## src/hdl/apa_pkg.sv

```systemverilog
`default_nettype none
// ---------------------------------------------------------------------------
// apa_pkg
// Shared types and constants of the average pool accumulator.
// ---------------------------------------------------------------------------
package apa_pkg;

    localparam int SAMPLE_W    = 16;
    localparam int MULT_W      = 24;
    localparam int CFG_COUNT_W = 9;
    localparam int CFG_DATA_W  = 16;
    localparam int CFG_IDX_W   = 2;
    localparam int FRAC_SHIFT  = 16;
    localparam int CMD_DEPTH   = 4;
    localparam int OUT_DEPTH   = 8;

    // configuration register indexes
    localparam logic [CFG_IDX_W-1:0] REG_CHANNEL_COUNT = 2'd0;
    localparam logic [CFG_IDX_W-1:0] REG_OUTPUT_MIN    = 2'd1;
    localparam logic [CFG_IDX_W-1:0] REG_OUTPUT_MAX    = 2'd2;

    typedef struct packed {
        logic signed [SAMPLE_W-1:0] sample;
        logic                       first_tap;
        logic                       last_tap;
        logic [MULT_W-1:0]          pixel_multiplier;
        logic                       last_channel;
    } item_t;

    typedef struct packed {
        logic signed [SAMPLE_W-1:0] pooled_value;
        logic                       last_channel;
    } res_t;

endpackage
`default_nettype wire

```

## src/hdl/apa_front.sv

```systemverilog
`default_nettype none
// ---------------------------------------------------------------------------
// apa_front
// Accepts items, tracks the channel counter and tags each item with its
// channel and the last-channel mark.
// ---------------------------------------------------------------------------
module apa_front
    import apa_pkg::*;
#(
    parameter int MAX_CHANNELS = 256
) (
    input  wire logic                           clk,
    input  wire logic                           rst_n,
    input  wire logic                           push,
    input  wire logic                           full,
    input  wire logic signed [SAMPLE_W-1:0]     sample,
    input  wire logic                           first_tap,
    input  wire logic                           last_tap,
    input  wire logic [MULT_W-1:0]              pixel_multiplier,
    input  wire logic [CFG_COUNT_W-1:0]         channel_count,
    output logic                                cmd_push,
    output item_t                               cmd_item,
    output logic [$clog2(MAX_CHANNELS)-1:0]     cmd_idx
);
    localparam int IDX_W = $clog2(MAX_CHANNELS);
    localparam int CW    = ($clog2(MAX_CHANNELS + 1) > CFG_COUNT_W)
                           ? $clog2(MAX_CHANNELS + 1) : CFG_COUNT_W;

    logic [IDX_W-1:0] idx_reg, idx_next;
    logic [CW-1:0]    cnt_ext, eff_cnt, idx_p1;
    logic             last_ch;

    // zero counts as one, anything above the channel store is clipped
    always_comb
    begin
        cnt_ext = CW'(channel_count);
        priority if (cnt_ext == '0)
            eff_cnt = CW'(1);
        else if (cnt_ext > CW'(MAX_CHANNELS))
            eff_cnt = CW'(MAX_CHANNELS);
        else
            eff_cnt = cnt_ext;
        idx_p1  = CW'(idx_reg) + CW'(1);
        last_ch = (idx_p1 >= eff_cnt);
        idx_next = idx_reg;
        if (cmd_push)
        begin
            idx_next = last_ch ? '0 : idx_reg + IDX_W'(1);
        end
    end

    assign cmd_push = push && !full;
    assign cmd_idx  = idx_reg;

    always_comb
    begin
        cmd_item.sample           = sample;
        cmd_item.first_tap        = first_tap;
        cmd_item.last_tap         = last_tap;
        cmd_item.pixel_multiplier = pixel_multiplier;
        cmd_item.last_channel     = last_ch;
    end

    always_ff @(posedge clk or negedge rst_n)
    begin
        if (!rst_n)
        begin
            idx_reg <= '0;
        end
        else
        begin
            idx_reg <= idx_next;
        end
    end

endmodule
`default_nettype wire

```

## config.mk

```make
export PLATFORM = sky130hd
export DESIGN_NAME = apa_front
export DESIGN_NICKNAME = d
export VERILOG_FILES = /design/src/hdl/apa_pkg.sv /design/src/hdl/apa_front.sv
export SDC_FILE = /design/constraint.sdc
export NUM_CORES = 1
export LEC_CHECK = 0
export BUFFER_PORTS_ARGS = -buffer_cell sky130_fd_sc_hd__buf_2
export CORE_MARGIN = 10
export CORE_UTILIZATION = 38
export DETAILED_ROUTE_END_ITERATION = 8
export PLACE_DENSITY = 0.88
export REMOVE_ABC_BUFFERS = 1
export SLEW_MARGIN = 20
export SYNTH_ARGS = -nofsm -noshare
export SYNTH_HDL_FRONTEND = slang
export SYNTH_SLANG_ARGS = --single-unit
```

## constraint.sdc

```tcl
create_clock -name clk -period 5.6 [get_ports clk]
set_input_delay 0.84 -clock clk [delete_from_list [all_inputs] [get_ports clk]]
set_output_delay 0.84 -clock clk [all_outputs]
set_load 0.005 [all_outputs]
```

# [Yosys cells after proc, flatten, opt, wreduce, memory -nomap -nowiden]
# Cells that the tools add are included.
[totals] word_cells=11 latchBits=0 mem_bits_rw=0 rom_bits=0 register_bits=8 in_bits=55 mem_count=0
[classes] n_shift=0 addsub=2 bitwise=0 n_div=0 n_reduce_logical=3 muxes=3 order_cmp=2 mul=0 eq_ne=0
[op_table] op="$mux W9" n=2
[op_table] op="$add A8 B1 Y9 const B" n=1
[op_table] op="$ge A9 B9 Y1" n=1
[op_table] op="$gt A9 B9 Y1 const B" n=1
[op_table] op="$logic_not A9 Y1" n=1
[op_table] op="$add A8 B1 Y8 const B" n=1
[op_table] op="$mux W8" n=1
[op_table] op="$logic_and A1 B1 Y1" n=1
[op_table] op="$logic_not A1 Y1" n=1

# [Logic depth before layout (Yosys ltp)]
# Gate-level depths: netlist (run 1).
[depth] depth_word=5 depth_mapped=10 ltp_nobuf=9

# [Least setup slack after synthesis (run 1)]
# Ideal clock, no wire load.
[synth_path] path_kind="in2out" from="input channel_count[4]" to="output cmd_item[0] (netlist name)" path_buffers=2 path_slack_ns=2.566 arrival_time_ns=2.194 stages=9 cell_sequence="nor4_1 > a21oi_1 > nor2_1 > ha_1 > nor2b_1 > o21ai_0 > a211o_1 > clkbuf_1 > buf_4"
[synth_via] elab_chain_len=4 word_cells_on_any_way=5 cone_classes="order compare (2); mux (2); reduce/logical (1)"
[synth_rtl] item="start: declaration" line_no="apa_front.sv:20" source="input wire logic [CFG_COUNT_W-1:0] channel_count,"
[synth_rtl] item="$gt A9 B9 Y1" line_no="apa_front.sv:39" source="else if (cnt_ext > CW'(MAX_CHANNELS))"
[synth_rtl] item="$mux W9" line_no="apa_front.sv:39"
[synth_rtl] item="$mux W9 (*)" line_no="apa_front.sv:37" source="priority if (cnt_ext == '0)"
[synth_rtl] item="$ge A9 B9 Y1 (*)" line_no="apa_front.sv:44" source="last_ch = (idx_p1 >= eff_cnt);"
[synth_rtl] item="end: declaration" line_no="apa_front.sv:22" source="output item_t cmd_item,"
# Mark *: on every way between the ends. The rest lies on a longest branch, timed or not.

==> results of run 1 <==
[logic make-up (layout without fill, tap and decap cells)]
| logic type | after synthesis | count (layout) | synth area share, % |
|---|---|---|---|
| AO/OA/AOI/OAI | 19 | 19 | 10.6 |
| XOR/XNOR | 6 | 6 | 5.10 |
| adder cells (fa/ha/maj) | 10 | 10 | 12.2 |
| buffers and inverters | 47 | 27 | 32.8 |
| flip-flops | 8 | 8 | 19.4 |
| AND/OR/NAND/NOR | 43 | 43 | 19.9 |
[placed cells by master (no fill, tap or decap), types with 2 or more instances in the layout]
master	synthesis	layout
clkbuf_4	0	3
dfrtp_1	8	8
nor2_1	5	5
buf_2	0	22
nand3_2	2	2
nand2b_1	3	3
xnor2_1	3	3
xor2_1	3	3
a21oi_1	7	7
o21ai_0	8	8
or3_1	2	2
nand2_1	24	24
ha_1	10	10
[critical path: stages]
cell and delay (ps):
buf_2 110, nor4_1 350, a21oi_1 110, nor2_1 100
ha_1 230, nor2b_1 110, o21ai_0 90, a211o_1 360
buf_2 170
[worst min path at each step]
stage | startpoint | endpoint | slack (ps) | cells past startpoint
after detailed placement | cmd_idx[1] | cmd_idx[1] | 550 | 2
after CTS | rst_n | cmd_idx[3] | 420 | 1
after global placement | cmd_idx[7] | cmd_idx[7] | 550 | 2
after floorplan | cmd_idx[7] | cmd_idx[7] | 530 | 2
after global routing | rst_n | cmd_idx[6] | 420 | 1
final | rst_n | cmd_idx[5] | 420 | 1
[power groups by stage]
| stage | registers (mW) | clock network, mW | logic [mW] |
|---|---|---|---|
| after global placement | 0.0906 | 0 | 0.0950 |
| after CTS | 0.0905 | 0.0437 | 0.0986 |
| final | 0.0908 | 0.0416 | 0.0963 |
| after detailed placement | 0.0914 | 0 | 0.0980 |
| after global routing | 0.0935 | 0.0480 | 0.116 |
| after floorplan | 0.0884 | 0 | 0.0636 |
[through the flow]
step / hold slack [ps] / instances / cell area (um2)
after floorplan: 531 / 88 / 699
after detailed placement: 554 / 140 / 847
final: 424 / 143 / 870
after CTS: 418 / 143 / 870
after global placement: 548 / 140 / 847
after global routing: 418 / 143 / 870
[layer usage]
layer	share of wire, %	routed length [um]	vias up	GRT usage, %
met5	1.4	52	-	12.1
met4	0.57	21	2	2.15
met3	26	944	6	16.9
met2	32	1160	83	14.2
met1	41	1500	347	16.1
li1	-	-	359	-
[final cells by class]
cell class,count,area [um2],area share [%]
inverter,2,7.51,0.863
clock buffer,3,22.5,2.59
sequential,8,200,23.0
multi-input combinational,78,492,56.5
timing repair buffer,22,110,12.7
tap,30,37.5,4.32
==> metrics.md, run 1 <==
| Metric | Value |
|---|---|
| Status | completed |
| Setup repair bufs after CTS | 0 |
| Layout area overhead | -15.6% |
| Main flop type after synthesis | dfrtp_1 |
| Num rows | 18 |
| First-pass GRT wire length | 5300 um |
| # resized after CTS | 0 |
| Sw frac | 38.3% |
| Post-synthesis sequential area ratio | 19.4% |
| 1st-iter DRT viols | 12 |
| Comb power frac | 42.1% |
| Clock sink total | 8 |
| Util after Layout | 34.5% |
| Required time worst endpoint | 4760 ps |
| Max Clk Rate | just over 0.3 GHz |
| # IOs | between 100 and 150 |
| Type of the worst min-delay path | in2async |
| Final Slew Violations | 0 |
| Setup_tns | 0 ps |
| GRT Util Overall | about 14% |
| VDD IR max | 0.000184 V |
| Clk pwr share | 18.2% |
| CP startpoint | channel_count[4] |
| Core Area | 2520 um2 |
| Remaining global-route overflow | 0 |
| Worst slack, placed | 2280 ps |
| Detailed-placement wirelength estimate | 3250 um |
| Initial antenna violation count | 0 |
| DIE AREA | 5190 um2 |
| Internal power | 141 uW |
| Reg2reg end | cmd_idx[0] |
| ANT cells | 0 |
| Netlist cell types | 26 |
| CP Capture Point | cmd_item[0] |
| Vias in the first global route | 835 |
| Max reg flops | 8 |
| Post-synth EDFFs | 0 |
| Total CTS buffers | 3 |
| Synthesized flop and latch total | 8 |
| Post-Syn Instances | 133 |
| Relative slew slack | 76.0% |
| Switching power total | 87.6 uW |
| # fillers | 279 |
| Worst-path clk slew | 50 ps |
| Routed vias/inst | 5.57 |
| DRT Pass-1 Iters | 4 |
| Dominant cells by area after synthesis | buf_4 31%, dfrtp_1 19%, ha_1 12% |
| Ratio of cells with drive above 1 in the final layout | between 20% and 30% |
| Tmin final | ~3300 ps |
| Synth Area per Inst | 7.74 um2 |
| Flop pwr share | about 40% |
| Warning count from the yosys run | 0 |
| Pleak | 0.436 nW |
| Cts hold-fix bufs | 0 |
| Max-cap check violation count | 0 |
| Period Utilization, post-route | 59.0% |
| Residual DRC | 0 |
| Port Buffers | 22 |
| Routed wire per std cell | 25.7 um |
| Area share of the largest cell type after synthesis | 31.3% |
| Worst skew pair latency | around 250 ps |
| Post-synth top cells | 43 x buf_4, 24 x nand2_1, 10 x ha_1 |
| CP Max Fanout | 9 |
| Post-DRT Antenna Nets | 0 |
| Slew at the pin with the worst max-slew slack | 360 ps |
| CTS tree | done |
| Die H | 72.1 um |
| Final net count | 180 |
| Worst r2r src | cmd_idx[0] |
| WS Path Type | in2out |
| Async SR Flop Fraction | 100% |
| Starting Density | 40.8% |
| Htree depth | 1 |
| Largest net degree at the start of global routing | 11 |
| Cell taking the most area after synthesis | buf_4 |
| Die W | 72.1 um |
| R2R depth | 9 |
| Total vias in the final route | 797 |
| Mapped cell area | 1030 um2 |
| Design Power | 229 uW |
| Final Hold Vio Count | 0 |
| Clock skew | 0.437 ps |
| R2r setup slk | 3190 ps |
| GP Congestion | 0.836 |
| Maximum clock path buffer count | 2 |
| Final setup vio count | 0 |
| WL final | between 3000 and 4000 um |
| Count leader, synth | buf_4 |
| CP arrival | ~2500 ps |
| CP Capture Type | output port |
| Root buf cell | clkbuf_4 |
| Pwr/cell area | 263 nW/um2 |
| RSZ-0062 raised after global routing | false |
| PnR worst setup slack | 2300 ps |
| Critical Path Source Type | input port |
Note: power is estimated with default switching activity, not from simulation.
==> run 2: changes to the inputs <==
--- a/config.mk
+++ b/config.mk
@@ -7,9 +7,9 @@
 export LEC_CHECK = 0
 export BUFFER_PORTS_ARGS = -buffer_cell sky130_fd_sc_hd__buf_2
 export CORE_MARGIN = 10
-export CORE_UTILIZATION = 38
+export CORE_UTILIZATION = 32
 export DETAILED_ROUTE_END_ITERATION = 8
-export PLACE_DENSITY = 0.88
+export PLACE_DENSITY = 0.79
 export REMOVE_ABC_BUFFERS = 1
 export SLEW_MARGIN = 20
 export SYNTH_ARGS = -nofsm -noshare
==> constraint.sdc (replaced) <==
create_clock -name clk -period 3 [get_ports clk]
set_input_delay 0.45 -clock clk [delete_from_list [all_inputs] [get_ports clk]]
set_output_delay 0.45 -clock clk [all_outputs]
set_load 0.005 [all_outputs]
==> run 2 against run 1 <==
  * Clock skew rose by 15 ps
  * Register-to-register slack worse by 2500 ps
  * Sequential cell count unchanged
  * Final cell count up 9.8%
  * Clock-buffer cell count is the same
  * Largest cell class unchanged
  * Core utilization fell by 5.5 points
  * Wire length is 3.8% higher
  * Via count grew 0.25%
  * Worst setup slack got worse by 2100 ps
  * Non-clock buffer count is the same
  * Die area increased by 13%
  * Combinational power rose by 89%
==> metrics.md, run 2 (synthesis gave the netlist of run 1 again) <==
| Metric | Value |
|---|---|
| Required time worst endpoint | 2550 ps (-2210 ps) |
| DRT Pass-1 Iters | 4 (unchanged) |
| Total CTS buffers | 3 (unchanged) |
| Slew at the pin with the worst max-slew slack | 359 ps (-1.06 ps) |
| Worst skew pair latency | 260 ps (about the same) |
| CTS tree | done |
| Final Slew Violations | 0 (unchanged) |
| Cts hold-fix bufs | 0 (unchanged) |
| Root buf cell | clkbuf_4 |
| GRT Util Overall | 12.5% (-1.3 points) |
| Maximum clock path buffer count | 2 (unchanged) |
| Max-cap check violation count | 0 (unchanged) |
| GP Congestion | 0.823 (-1.5%) |
| Die H | 76.7 um (+6.5%) |
| Detailed-placement wirelength estimate | 3320 um (+2.2%) |
| Most frequent cells in the layout | 24 x nand2_1, 22 x buf_2, 9 x ha_1, 8 x o21ai_0 |
| Worst slack, placed | 456 ps (-1820 ps) |
| WS Path Type | reg2out |
| Ratio of cells with drive above 1 in the final layout | 27.4% (+1.8 points) |
| Core Area | 3080 um2 (+22%) |
| ANT cells | 0 (unchanged) |
| Clock skew | 15.1 ps (+14.6 ps) |
| PnR worst setup slack | 190 ps (-2110 ps) |
| Port Buffers | 22 (unchanged) |
| Htree depth | 1 (unchanged) |
| Status | completed |
| Worst-path clk slew | 60 ps (about the same) |
| CP Max Fanout | 9 (unchanged) |
| Pleak | 0.433 nW (-0.76%) |
| Final setup vio count | 0 (unchanged) |
| First-pass GRT wire length | 5380 um (+1.4%) |
| Type of the worst min-delay path | in2async |
| Final Hold Vio Count | 0 (unchanged) |
| Util after Layout | 28.9% (-5.5 points) |
| 1st-iter DRT viols | 21 (+9) |
| WL final | 3820 um (+3.8%) |
| Residual DRC | 0 (unchanged) |
| Commonest non-fill, non-tap cell in the layout | nand2_1 |
| R2r setup slk | 650 ps (-2540 ps) |
| Max Clk Rate | around 0.36 GHz |
| DIE AREA | 5890 um2 (+13%) |
| Cell area after layout | 891 um2 (+2.4%) |
| Relative slew slack | 76.1% (about the same) |
| # IOs | 107 (unchanged) |
| Worst hold margin | 17.1 ps (-406 ps) |
| VDD IR max | 0.000274 V (+49%) |
| Final net count | 180 (unchanged) |
| Max reg flops | 8 (unchanged) |
| Post-DRT Antenna Nets | 0 (unchanged) |
| Pwr/cell area | 487 nW/um2 (+85%) |
| CP arrival | 2360 ps (-100 ps) |
| Setup_tns | 0 ps (unchanged) |
| RSZ-0062 raised after global routing | false |
| Num rows | 20 (+2) |
| Critical Path Source Type | flop |
| Starting Density | 33.5% (-7.4 points) |
| Layout area overhead | -13.5% |
| Routed wire per std cell | 24.3 um (-5.5%) |
| Remaining global-route overflow | 0 (unchanged) |
| Tmin final | 2810 ps |
| Placement Cell Area | 865 um2 (+2.1%) |
| Vias in the first global route | 833 (-0.24%) |
| CP Capture Type | output port |
| Total vias in the final route | 799 (+0.25%) |
| Setup repair bufs after CTS | 0 (unchanged) |
| Clock sink total | 8 (unchanged) |
| Largest net degree at the start of global routing | 11 (unchanged) |
| Initial antenna violation count | 0 (unchanged) |
| Routed vias/inst | 5.09 (-8.7%) |
| Period Utilization, post-route | 93.7% |
| Die W | 76.7 um (+6.5%) |
[run 2: path summary, 6_finish.rpt]
kind / start / endpoint / cells past startpoint
max in group asynchronous: rst_n / cmd_idx[5] / 1
min: rst_n / cmd_idx[7] / 1
min reg2reg: cmd_idx[0] / cmd_idx[0] / 1
max: cmd_idx[2] / cmd_item[0] / 8
min in group clk: cmd_idx[0] / cmd_idx[0] / 1
max reg2reg: cmd_idx[2] / cmd_idx[2] / 9
[run 2: area by class of cell]
class	instances	area, um2
Multi-Input combinational cell	78	494
Timing Repair Buffer	22	110
Inverter	2	7.51
Sequential cell	8	201
Clock buffer	3	22.5
Tap cell	44	55.1
Fill cell	330	2190
[run 2: worst max-delay path, stage by stage, from the launching register on]
cell and delay [ps]:
dfrtp_1 480, nand3_2 170, nor3_2 210, xor2_1 230, ha_1 280, nand4_1 110, nor2_1 60, a211o_1 390
buf_2 170
[run 2: metrics by stage]
step / cells / total power, mW
2_1_floorplan: 88 / 0.284
4_1_cts: 157 / 0.439
3_3_place_gp: 154 / 0.351
5_1_grt: 157 / 0.486
3_5_place_dp: 154 / 0.354
6_report: 157 / 0.434
[run 2: layer usage]
layer / GRT usage [%] / wire length, um / up-vias
met4: 4.28 / 57 / 2
met1: 14.0 / 1500 / 353
met3: 15.6 / 936 / 6
met2: 12.6 / 1260 / 74
met5: 7.27 / 60 / -
li1: - / - / 364
[run 2: where the power goes]
part           internal [mW]  switching (mW)  leakage [nW]
Combinational         0.0902          0.0922         0.320
Sequential             0.130          0.0393        0.0986
Clock                 0.0458          0.0365        0.0138
[run 2: what timing repair did]
item,CTS,global route
resized for setup,0,2
setup endpoints to repair,0,1
hold endpoints to repair,0,0
