File: src/hdl/apa_fifo.sv
`default_nettype none
// ---------------------------------------------------------------------------
// apa_fifo
// Small register queue; depth is a power of two.
// ---------------------------------------------------------------------------
module apa_fifo #(
    parameter int WIDTH = 8,
    parameter int DEPTH = 4
) (
    input  wire logic                       clk,
    input  wire logic                       rst_n,
    input  wire logic                       push,
    input  wire logic [WIDTH-1:0]           wr_data,
    input  wire logic                       pop,
    output logic      [WIDTH-1:0]           rd_data,
    output logic                            full,
    output logic                            empty,
    output logic      [$clog2(DEPTH):0]     count
);
    localparam int PTR_W = $clog2(DEPTH);
    localparam int CNT_W = PTR_W + 1;

    logic [WIDTH-1:0] mem_reg [DEPTH];
    logic [PTR_W-1:0] wr_ptr_reg, wr_ptr_next;
    logic [PTR_W-1:0] rd_ptr_reg, rd_ptr_next;
    logic [CNT_W-1:0] count_reg, count_next;
    logic             do_push, do_pop;

    assign full    = (count_reg == CNT_W'(DEPTH));
    assign empty   = (count_reg == '0);
    assign count   = count_reg;
    assign rd_data = mem_reg[rd_ptr_reg];
    assign do_push = push && !full;
    assign do_pop  = pop && !empty;

    always_comb
    begin
        wr_ptr_next = do_push ? wr_ptr_reg + PTR_W'(1) : wr_ptr_reg;
        rd_ptr_next = do_pop ? rd_ptr_reg + PTR_W'(1) : rd_ptr_reg;
        count_next  = count_reg + CNT_W'(do_push) - CNT_W'(do_pop);
    end

    always_ff @(posedge clk or negedge rst_n)
    begin
        if (!rst_n)
        begin
            wr_ptr_reg <= '0;
            rd_ptr_reg <= '0;
            count_reg  <= '0;
        end
        else
        begin
            wr_ptr_reg <= wr_ptr_next;
            rd_ptr_reg <= rd_ptr_next;
            count_reg  <= count_next;
        end
    end

    always_ff @(posedge clk)
    begin
        if (do_push)
        begin
            mem_reg[wr_ptr_reg] <= wr_data;
        end
    end

endmodule
`default_nettype wire

File: config.mk
export PLATFORM = sky130hd
export DESIGN_NAME = apa_fifo
export DESIGN_NICKNAME = d
export VERILOG_FILES = /design/src/hdl/apa_fifo.sv
export SDC_FILE = /design/constraint.sdc
export NUM_CORES = 1
export LEC_CHECK = 0
export BUFFER_PORTS_ARGS = -buffer_cell sky130_fd_sc_hd__buf_2
export CAP_MARGIN = 0
export CORE_UTILIZATION = 50
export CTS_CLUSTER_DIAMETER = 30
export DETAILED_ROUTE_END_ITERATION = 7
export PLACE_DENSITY = 0.79
export SLEW_MARGIN = 20
export SYNTH_ARGS = -nofsm -noshare
export SYNTH_HDL_FRONTEND = slang
export SYNTH_SLANG_ARGS = --single-unit
File: constraint.sdc
create_clock -name clk -period 2.7 [get_ports clk]
set_clock_uncertainty 0.05 [all_clocks]
set_input_delay 0.54 -clock clk [delete_from_list [all_inputs] [get_ports clk]]
set_output_delay 0.54 -clock clk [all_outputs]
set_load 0.01 [all_outputs]
[Word level (Yosys, flattened, before mapping)]
Memories as Yosys holds them, arrays and structs flattened.
Cells that the tools add are included.
Cells by class
  equal/unequal tests: 1
  reduce and logical (&&, ||, !) cells: 5
  $add $sub $neg: 4
  multiplexer cells: 2
Operators with widths (count)
  $add A2 B1 Y2 const B: 2
  $add A3 B1 Y3: 1
  $eq A3 B3 Y1 const B: 1
  $logic_not A3 Y1: 1
  $sub A3 B1 Y3: 1
  $logic_and A1 B1 Y1: 2
  $logic_not A1 Y1: 2
  $mux W1: 2
Word-level totals
  bits in writable memories: 32
  flip-flop bits (word level): 7
  word-level logic and storage cells: 16
  input port bits: 12
  memories kept: 1
Memories
  mem_reg: depth 4, bits a word 8, read ports 1, clocked after memory_dff 0, wr ports 1, RTL line 23  | logic [WIDTH-1:0] mem_reg [DEPTH];

[Logic depth before layout (Yosys ltp)]
Gate-level depths: netlist (run 1).
  word-level depth: 5
  mapped depth: 8
  gate-level depth less buffers: 8

[Worst setup path after synthesis (run 1)]
Ideal clock, no wire load.
  path kind: register to register
  from: reg count_reg[1], in the netlist count[1]
  to: reg count_reg[2], in the netlist count[2]
  required time: 2.527 ns
  arrival: 2.002 ns
  stages on the path, launching flop included: 9
  buffers on the path: 0
  setup slack: 0.525 ns
  library setup time: 0.123 ns
  cells stage by stage: dfrtp_1 > o31ai_1 > inv_1 > ha_1 > inv_1 > ha_1 > fa_1 > xnor2_1 > xnor2_1
On the way
  elaborated cells on any way between the ends: 8
  classes of those cells: add/sub: 2; eq/ne: 1; reduce/logical: 5
RTL lines
  from (decl): RTL line 26  | logic [CNT_W-1:0] count_reg, count_next;
  from (signal assigned): RTL line 55  | count_reg <= count_next;
  $logic_not A3 Y1: RTL line 30  | assign empty = (count_reg == '0);
  $logic_not A1 Y1: RTL line 34  | assign do_pop = pop && !empty;
  $logic_and A1 B1 Y1: RTL line 34
  via do_pop: RTL line 27  | logic do_push, do_pop;
  $sub A3 B1 Y3: RTL line 40  | count_next = count_reg + CNT_W'(do_push) - CNT_W'(do_pop);
  via count_next[2]: RTL line 26
The timed path passes the listed nets, and every way through them passes these cells.
A chain may end at the register's enable or synchronous reset.

[Worst setup path after layout (run 1)]
  from: reg rd_ptr_reg[0]
  to: out rd_data[3]
On the way
  longest elaborated chain between the ends: 1
RTL lines
  from (decl): RTL line 25  | logic [PTR_W-1:0] rd_ptr_reg, rd_ptr_next;
  from (signal assigned): RTL line 54  | rd_ptr_reg <= rd_ptr_next;
  $mem_v2 Z4 W8
  to (decl): RTL line 15  | output logic [WIDTH-1:0] rd_data,
Every way passes these cells.

==> results of run 1 <==
-- synth_stat cells (all sizes together), types with 2 or more instances --
cell type,number,area (um2)
edfxtp,32,961
mux4,8,180
dfrtp,7,175
ha,6,75.1
inv,6,22.5
and3b,4,35.0
nand2b,4,25.0
xnor2,4,35.0
nand4bb,2,22.5
o211ai,2,15.0
-- metrics by stage --
step	setup WS, ns	cell area, um2
detailed placement	0.467	1790
floorplan	0.525	1620
finish	0.261	1880
global placement	0.528	1790
CTS	0.217	1880
global route	0.140	1880
-- cells in the final DEF, fill, tap and decap left out, types with 2 or more instances in the layout --
cell       instances
buf_2             24
edfxtp_1          32
o211ai_1           2
and3b_1            4
xnor2_1            4
nand2b_1           4
nand4bb_1          2
ha_1               6
dfrtp_1            7
clkbuf_4           5
inv_1              6
mux4_2             8
-- repair_timing --
item                                   4_1_cts  5_1_grt
setup buffers                                0        0
endpoints found under the hold margin        7        0
hold buffers                                 1        0
-- power breakdown --
part,switching (mW),internal (mW),total (mW),leakage [nW]
sequential,0.172,0.812,0.984,0.375
combinational,0.289,0.343,0.632,0.297
clock,0.191,0.195,0.386,0.0452
total,0.652,1.35,2.00,0.718
-- per-layer routing --
metal  up-vias  wire, um
met1       425      1100
met3         6       108
met5         -         0
met2        18      1400
li1        383         -
met4         0        40
-- layout make-up --
class	count	area, um2	share of cell area, %
Sequential cell	39	1140	60.5
Tap cell	44	55.1	2.93
Timing Repair Buffer	25	130	6.93
Clock inverter	3	43.8	2.33
Clock buffer	5	37.5	2.00
Inverter	6	22.5	1.20
Multi-Input combinational cell	36	452	24.1
-- logic make-up (layout without fill, tap and decap cells) --
family                   after synthesis  count (layout)  share of synthesized area (%)
flip-flops                            39              39                           70.0
AND/OR/NAND/NOR                       13              13                           6.78
multiplexers                           8               8                           11.1
buffers and inverters                  8              39                           2.16
adder cells (fa/ha/maj)                7               7                           5.86
AO/OA/AOI/OAI                          4               4                           1.93
XOR/XNOR                               4               4                           2.16
-- path summary, 6_finish.rpt --
kind / startpoint / to / slack (ns)
max in group asynchronous: rst_n / rd_ptr_reg[1] / 1.91
max reg2reg: count[1] / count[2] / 0.44
min: wr_data[2] / mem_reg[3][2] / 0.36
max: rd_ptr_reg[0] / rd_data[3] / 0.26
min in group asynchronous: rst_n / rd_ptr_reg[0] / 0.52
min reg2reg: wr_ptr_reg[1] / wr_ptr_reg[1] / 0.58
==> results.cfg, run 1 <==
[clock_tree]
cts.repair.resized = 0
cts_buffers = 5
clock_latency_ns = 0.34
ctsRootBufferMaster = clkbuf_4
tritoncts = done
cts_buffer_depth = 2
clock-sinks = 39
clk_pin_slew_ns = 0.12
htreeDepth = 2

[finish]
drive_gt1_share_pct = 36.0
final_nets = 132
n_fill_cell = 238
area_growth_pct = 15.7
largest_reg_flops = 32
diodes = 0
utilization_pct = 61.0
stdcell_count = 158

[critical_path]
startpoint_type = register
critPathMaxStageDelay_ns = 0.76
endpoint_kind = primary output
cpMaxStageDelayCell = dfrtp_1
rr_worst_depth = 8
worstPathArrival_ns = 1.85
crit_required_ns = 2.11
critPathMaxFanout = 10
path_buf_inv = 1
cp_cell_sequence = mux4_2, buf_2
cp.depth = 2
critical_path_class = register to primary output
path_delay_family = flip-flops

[yosys]
syn_inst = 83
synth_area_um2 = 1620
syn_avg_cell_area_um2 = 19.6
synthArstFlopShare_pct = 17.9
synth_edf_count = 32
synth_fp_nets = 102
ys_warn_count = 0
ys_seq_elements = 39
synthFlopType = edfxtp_1
synth_seq_area_share_pct = 70.0
netlist-cell-type-count = 18

[timing]
drv_slew = 0
fin_crit_sh_pct = 90.3
tightest_slew_ns = 0.626
hold_viol = 0
fin_crit_ns = 2.44
relSlewSlack_pct = 58.3
hold_ws_ns = 0.357
rsz0062_at_grt = no
fin_setup_tns_ns = 0
fmax_ghz = 0.410
finalSetupViolCount = 0

[grt]
use_met3_pct = 5.90
use_met1_pct = 23.2
overflow = 0
grtUsageTotal_pct = 18.5
grt_pass1_vias = 861
grtUsageMet2_pct = 30.4
grt_max_degree = 14
grt_first_pass_wirelength_um = 4330
antenna_found_initial = 0
top_usage_layer = met2

[hold_path]
whs_path_depth = 1
hold_class = primary input to register

[pwr]
p_total_mw = 2.00
power_density_nw_per_um2 = 1070
p_leak_nw = 0.718
ir_drop_mv = 0.490

[floorplan]
core-area_um2 = 3080
die_w_um = 59.0
num_io_pins = 25
fp.dieH_um = 59.0
die_area_um2 = 3480
rows = 20
initial_core_util_pct = 52.7

[placement]
dpl.hpwl_um = 1720
gp_routability_congestion = 0.723
port_buffers = 24
post-place-cells = 149

[detailed_routing]
routedWlPerCell_um = 16.7
first_pass_iters = 4
drt-vias-per-instance = 5.27
drc = 0
routed_wl_um = 2650
drtIter0Drc = 32
antenna_left = 0
vias = 832

[job]
maxCapViolations = 0

[run_status]
status = finished clean
(Power assumes the default switching activity.)
==> run 2: changes to the inputs <==
==> constraint.sdc (replaced) <==
create_clock -name clk -period 2.7 [get_ports clk]
set_clock_uncertainty 0.05 [all_clocks]
set_input_delay 0.405 -clock clk [delete_from_list [all_inputs] [get_ports clk]]
set_output_delay 0.405 -clock clk [all_outputs]
set_load 0.01 [all_outputs]
==> results.cfg, run 2 (same netlist as run 1, synthesis figures left out) <==
[run_status]
status = finished clean

[job]
maxCapViolations = 0

[timing]
drv_slew = 0
rsz0062_at_grt = no
layout_setup_ws_ns = 0.415
fin_crit_ns = 2.28
fin_setup_tns_ns = 0
fmax_ghz = 0.438
tightest_slew_ns = 0.595
fin_crit_sh_pct = 84.6
relSlewSlack_pct = 60.3
hold_viol = 0
finalSetupViolCount = 0

[floorplan]
fp.dieH_um = 59.0
initial_core_util_pct = 52.7
die_w_um = 59.0
core-area_um2 = 3080
die_area_um2 = 3480
num_io_pins = 25
rows = 20

[pwr]
p_sw_share_pct = 31.5
p_seq_share_pct = 48.8
p_leak_nw = 0.721
p_switching_uw = 631
p_total_mw = 2.00
power_frac_comb_pct = 31.1
power.share.clock_pct = 20.1
intPower_mw = 1.37
power_density_nw_per_um2 = 1060
ir_drop_mv = 0.537

[finish]
stdcell_count = 158
final_area_um2 = 1880
multi_input_area_um2 = 452
n_fill_cell = 240
final_nets = 132
final_common_cell = edfxtp_1
area_growth_pct = 16.0
drive_gt1_share_pct = 36.0
largest_reg_flops = 32
diodes = 0
layout.area.seq_um2 = 1140
layout_common_cells = edfxtp_1 (32), buf_2 (24), mux4_2 (8)

[placement]
post-place-cells = 149
port_buffers = 24
post-place-ws_ns = 0.456
placed_area_um2 = 1790
gp_routability_congestion = 0.707
dpl.hpwl_um = 1700

[critical_path]
cp.depth = 2
crit_required_ns = 2.25
startpoint_type = register
critical_path_class = register to primary output
rr_worst_depth = 8
path_delay_family = flip-flops
worstPathArrival_ns = 1.83
critPathMaxFanout = 10
endpoint_kind = primary output
path_buf_inv = 1
cpMaxStageDelayCell = dfrtp_1
critPathMaxStageDelay_ns = 0.74
cp_cell_sequence = mux4_2, buf_2

[hold_path]
hold_class = primary input to register
whs_path_depth = 1

[grt]
grtUsageTotal_pct = 17.9
grt_pass1_vias = 836
antenna_found_initial = 0
overflow = 0
grt_max_degree = 13
grt_first_pass_wirelength_um = 4150

[clock_tree]
cts_buffer_depth = 2
clk_pin_slew_ns = 0.12
clock-sinks = 39
htreeDepth = 2
clock_latency_ns = 0.34
postCtsSetupRepairBufs = 0
tritoncts = done
cts_buffers = 5
ctsRootBufferMaster = clkbuf_4

[detailed_routing]
first_pass_iters = 4
drtIter0Drc = 29
vias = 791
drc = 0
routedWlPerCell_um = 15.7
routed_wl_um = 2470
drt-vias-per-instance = 5.01
antenna_left = 0
## run 2: layout make-up
class                   count  area share, %
multi-input cells          36           24.0
repair buffers             25           6.91
well taps                  44           2.93
clock buffers               6           2.73
flip-flops and latches     39           60.4
inverters                   6           1.20
clock inverters             2           1.86
## run 2: metrics by stage
step                util, %  hold slack, ns
CTS                    61.1           0.201
finish                 61.1           0.214
global route           61.1           0.192
floorplan                 -          0.0594
detailed placement     58.0           0.197
global placement       58.0           0.197
## run 2: timing repair
| action | CTS | global route |
|---|---|---|
| hold buffers | 1 | 0 |
| resized for setup | 0 | 0 |
| endpoints found under the hold margin | 7 | 0 |
| endpoints found under the setup margin | 0 | 0 |
## run 2: worst paths after layout
path / startpoint / to / slack (ns)
hold reg to reg: wr_ptr_reg[1] / wr_ptr_reg[1] / 0.57
min in group asynchronous: rst_n / rd_ptr_reg[1] / 0.36
hold / removal: wr_data[3] / mem_reg[1][3] / 0.21
max in group asynchronous: rst_n / count[1] / 2.08
setup / recovery: rd_ptr_reg[0] / rd_data[3] / 0.42
setup reg to reg: count[1] / count[2] / 0.45
## run 2: routing by layer
metal  global-route usage, %  part of all wire, %  up-vias  wire length (um)
met1                    22.2                   42      380              1030
met2                    28.2                   52       19              1280
met3                    6.55                  4.4        6               110
li1                        -                    -      386                 -
met5                       0                    0        -                 0
met4                    8.16                  2.0        0                50
## run 2: power groups by stage
stage	clock network, mW	registers [mW]	logic [mW]
6_report	0.402	0.978	0.622
5_1_grt	0.444	1.01	0.696
4_1_cts	0.416	0.986	0.640
3_5_place_dp	0	0.998	0.637
3_3_place_gp	0	0.983	0.612
2_1_floorplan	0	0.913	0.498
==> run 3: changes to the inputs <==
Settings changed: ABC_AREA from default to 1, PLACE_DENSITY 0.79 to 0.78.
Clock period 2.7 ns to 2.36 ns, I/O delays scaled along.
==> results.cfg, run 3 <==
[clock_tree]
cts_buffer_depth = 2
tritoncts = done
clock_latency_ns = 0.33
htreeDepth = 2
clock-sinks = 39
ctsRootBufferMaster = clkbuf_4
cts.repair.resized = 0
cts_buffers = 5
clk_pin_slew_ns = 0.12

[timing]
rsz0062_at_grt = no
drv_slew = 0
fin_setup_tns_ns = 0
finalSetupViolCount = 0
hold_ws_ns = 0.167
tightest_slew_ns = 0.491
fin_crit_sh_pct = 90.9
fmax_ghz = 0.466
hold_viol = 0
fin_crit_ns = 2.15
relSlewSlack_pct = 67.3

[floorplan]
die_area_um2 = 3690
fp.dieH_um = 60.7
rows = 20
die_w_um = 60.7
num_io_pins = 25
core-area_um2 = 3150
initial_core_util_pct = 54.7

[finish]
drive_gt1_share_pct = 21.2
final_common_cell = nand2_1
layout_common_cells = nand2_1 (42), edfxtp_1 (32), buf_2 (24)
final_nets = 211
largest_reg_flops = 32
utilization_pct = 62.9
stdcell_count = 237
area_growth_pct = 14.9
diodes = 0
n_fill_cell = 256

[yosys]
syn_avg_cell_area_um2 = 10.9
synth_fp_nets = 178
synth_seq_area_share_pct = 65.8
synth-simple-area-share_pct = 16.4
synth_xor_area_share_pct = 0
ys_seq_elements = 39
synth_fa_ha_area_share_pct = 5.51
syn_inst = 159
synth_area_um2 = 1730
synthArstFlopShare_pct = 17.9
synth.top_cell.area_share_pct = 55.7
synthTopCellsByCount = nand2_1 (42), edfxtp_1 (32), inv_1 (23)
yosys.cell_count.top_type = nand2_1
synth_compound_area_share_pct = 4.64
synthTopCellsByArea = edfxtp_1 (56%), dfrtp_1 (10%), nand2_1 (9.1%), inv_1 (5.0%), ha_1 (4.4%)
muxShareOfSynthArea_pct = 0
synth_edf_count = 32
ys_warn_count = 0
synth_top_family_by_area = simple AND/OR/NAND/NOR gates
synthFlopType = edfxtp_1
netlist-cell-type-count = 16
yosysTopAreaCell = edfxtp_1

[critical_path]
crit_end = rd_data[1]
r2r-start = count[1]
cp_cell_sequence = inv_1, o21ai_0, nand2_1, buf_2
critPathMaxStageDelay_ns = 0.66
endpoint_kind = primary output
critical_path_class = register to primary output
rr_worst_depth = 10
crit_required_ns = 1.96
rrSetupSlack_ns = 0.29
worstPathArrival_ns = 1.74
critPathMaxFanout = 16
startpoint_type = register
crit_path_start = rd_ptr_reg[0]
cpMaxStageDelayCell = dfrtp_1
r2r_end = count[2]

[job]
maxCapViolations = 0

[pwr]
power_density_nw_per_um2 = 1200
p_total_mw = 2.37
p_leak_nw = 0.918
ir_drop_mv = 0.647

[grt]
grt_first_pass_wirelength_um = 4470
grt_pass1_vias = 1030
antenna_found_initial = 0
grtUsageTotal_pct = 18.2
overflow = 0
grt_max_degree = 18

[placement]
port_buffers = 24
gp_routability_congestion = 0.771
dpl.hpwl_um = 1970
post-place-cells = 228

[detailed_routing]
antenna_left = 0
drc = 0
routedWlPerCell_um = 12.0
drtIter0Drc = 39
routed_wl_um = 2830
drt-vias-per-instance = 4.78
vias = 1133
first_pass_iters = 4

[hold_path]
hold_class = primary input to register

[run_status]
status = finished clean
==> run 3: cell count changes in the layout (fill, tap and decap cells not counted), sizes merged, moves of 5 or more <==
cell / delta
nand2: +42
nor2: +21
inv: +18
o21ai: +16
mux4: -8
buf: +5
==> run 3: cell type report <==
class                      instances  area (um2)  area share (%)
clock inverter                     3        38.8            1.96
inverter                          24        90.1            4.54
sequential                        39        1140            57.3
timing repair buffer              30         168            8.45
clock buffer                       5        37.5            1.89
tap                               44        55.1            2.78
multi-input combinational         92         458            23.1
==> run 3: metal layers <==
layer | part of all wire, % | track usage [%] | up-vias
li1 | - | - | 574
met2 | 52 | 30.5 | 32
met1 | 39 | 19.9 | 520
met4 | 2.6 | 11.0 | 0
met3 | 5.6 | 6.40 | 7
met5 | 0 | 0 | -
==> run 3: repair_timing <==
item	CTS	global route
endpoints found under the hold margin	7	0
buffers inserted	0	0
hold buffers	1	0
==> run 3: through the flow <==
stage	worst slack [ns]	cell area, um2
after floorplan	0.426	1730
after global placement	0.421	1900
after detailed placement	0.345	1900
after CTS	0.168	1980
after global routing	0.0511	1980
final	0.214	1980
==> run 3: critical path, delay by kind of cell, from the launching register on <==
kind | cells | cell delay (ns)
AOI/OAI and AO/OA | 1 | 0.22
and+or+nand+nor | 1 | 0.08
buffers and inverters | 2 | 0.43
DFF | 1 | 0.66
==> run 3: worst min-delay path by stage <==
| stage | end | depth (start not counted) | start |
|---|---|---|---|
| finish | mem_reg[3][5] | 1 | wr_data[5] |
| CTS | mem_reg[2][5] | 1 | wr_data[5] |
| global route | mem_reg[2][5] | 1 | wr_data[5] |
| floorplan | count[0] | 0 | rst_n |
| detailed placement | wr_ptr_reg[1] | 1 | rst_n |
| global placement | wr_ptr_reg[0] | 1 | rst_n |
==> run 3: power by group <==
part | switching (mW) | internal, mW
Combinational | 0.564 | 0.350
Clock | 0.204 | 0.218
Sequential | 0.112 | 0.925
Total | 0.880 | 1.49
==> run 3: kinds of logic after synthesis <==
kind of cell,count (synthesis)
AOI/OAI and AO/OA,16
and+or+nand+nor,69
adders and majority gates,7
buffers and inverters,28
DFF,39
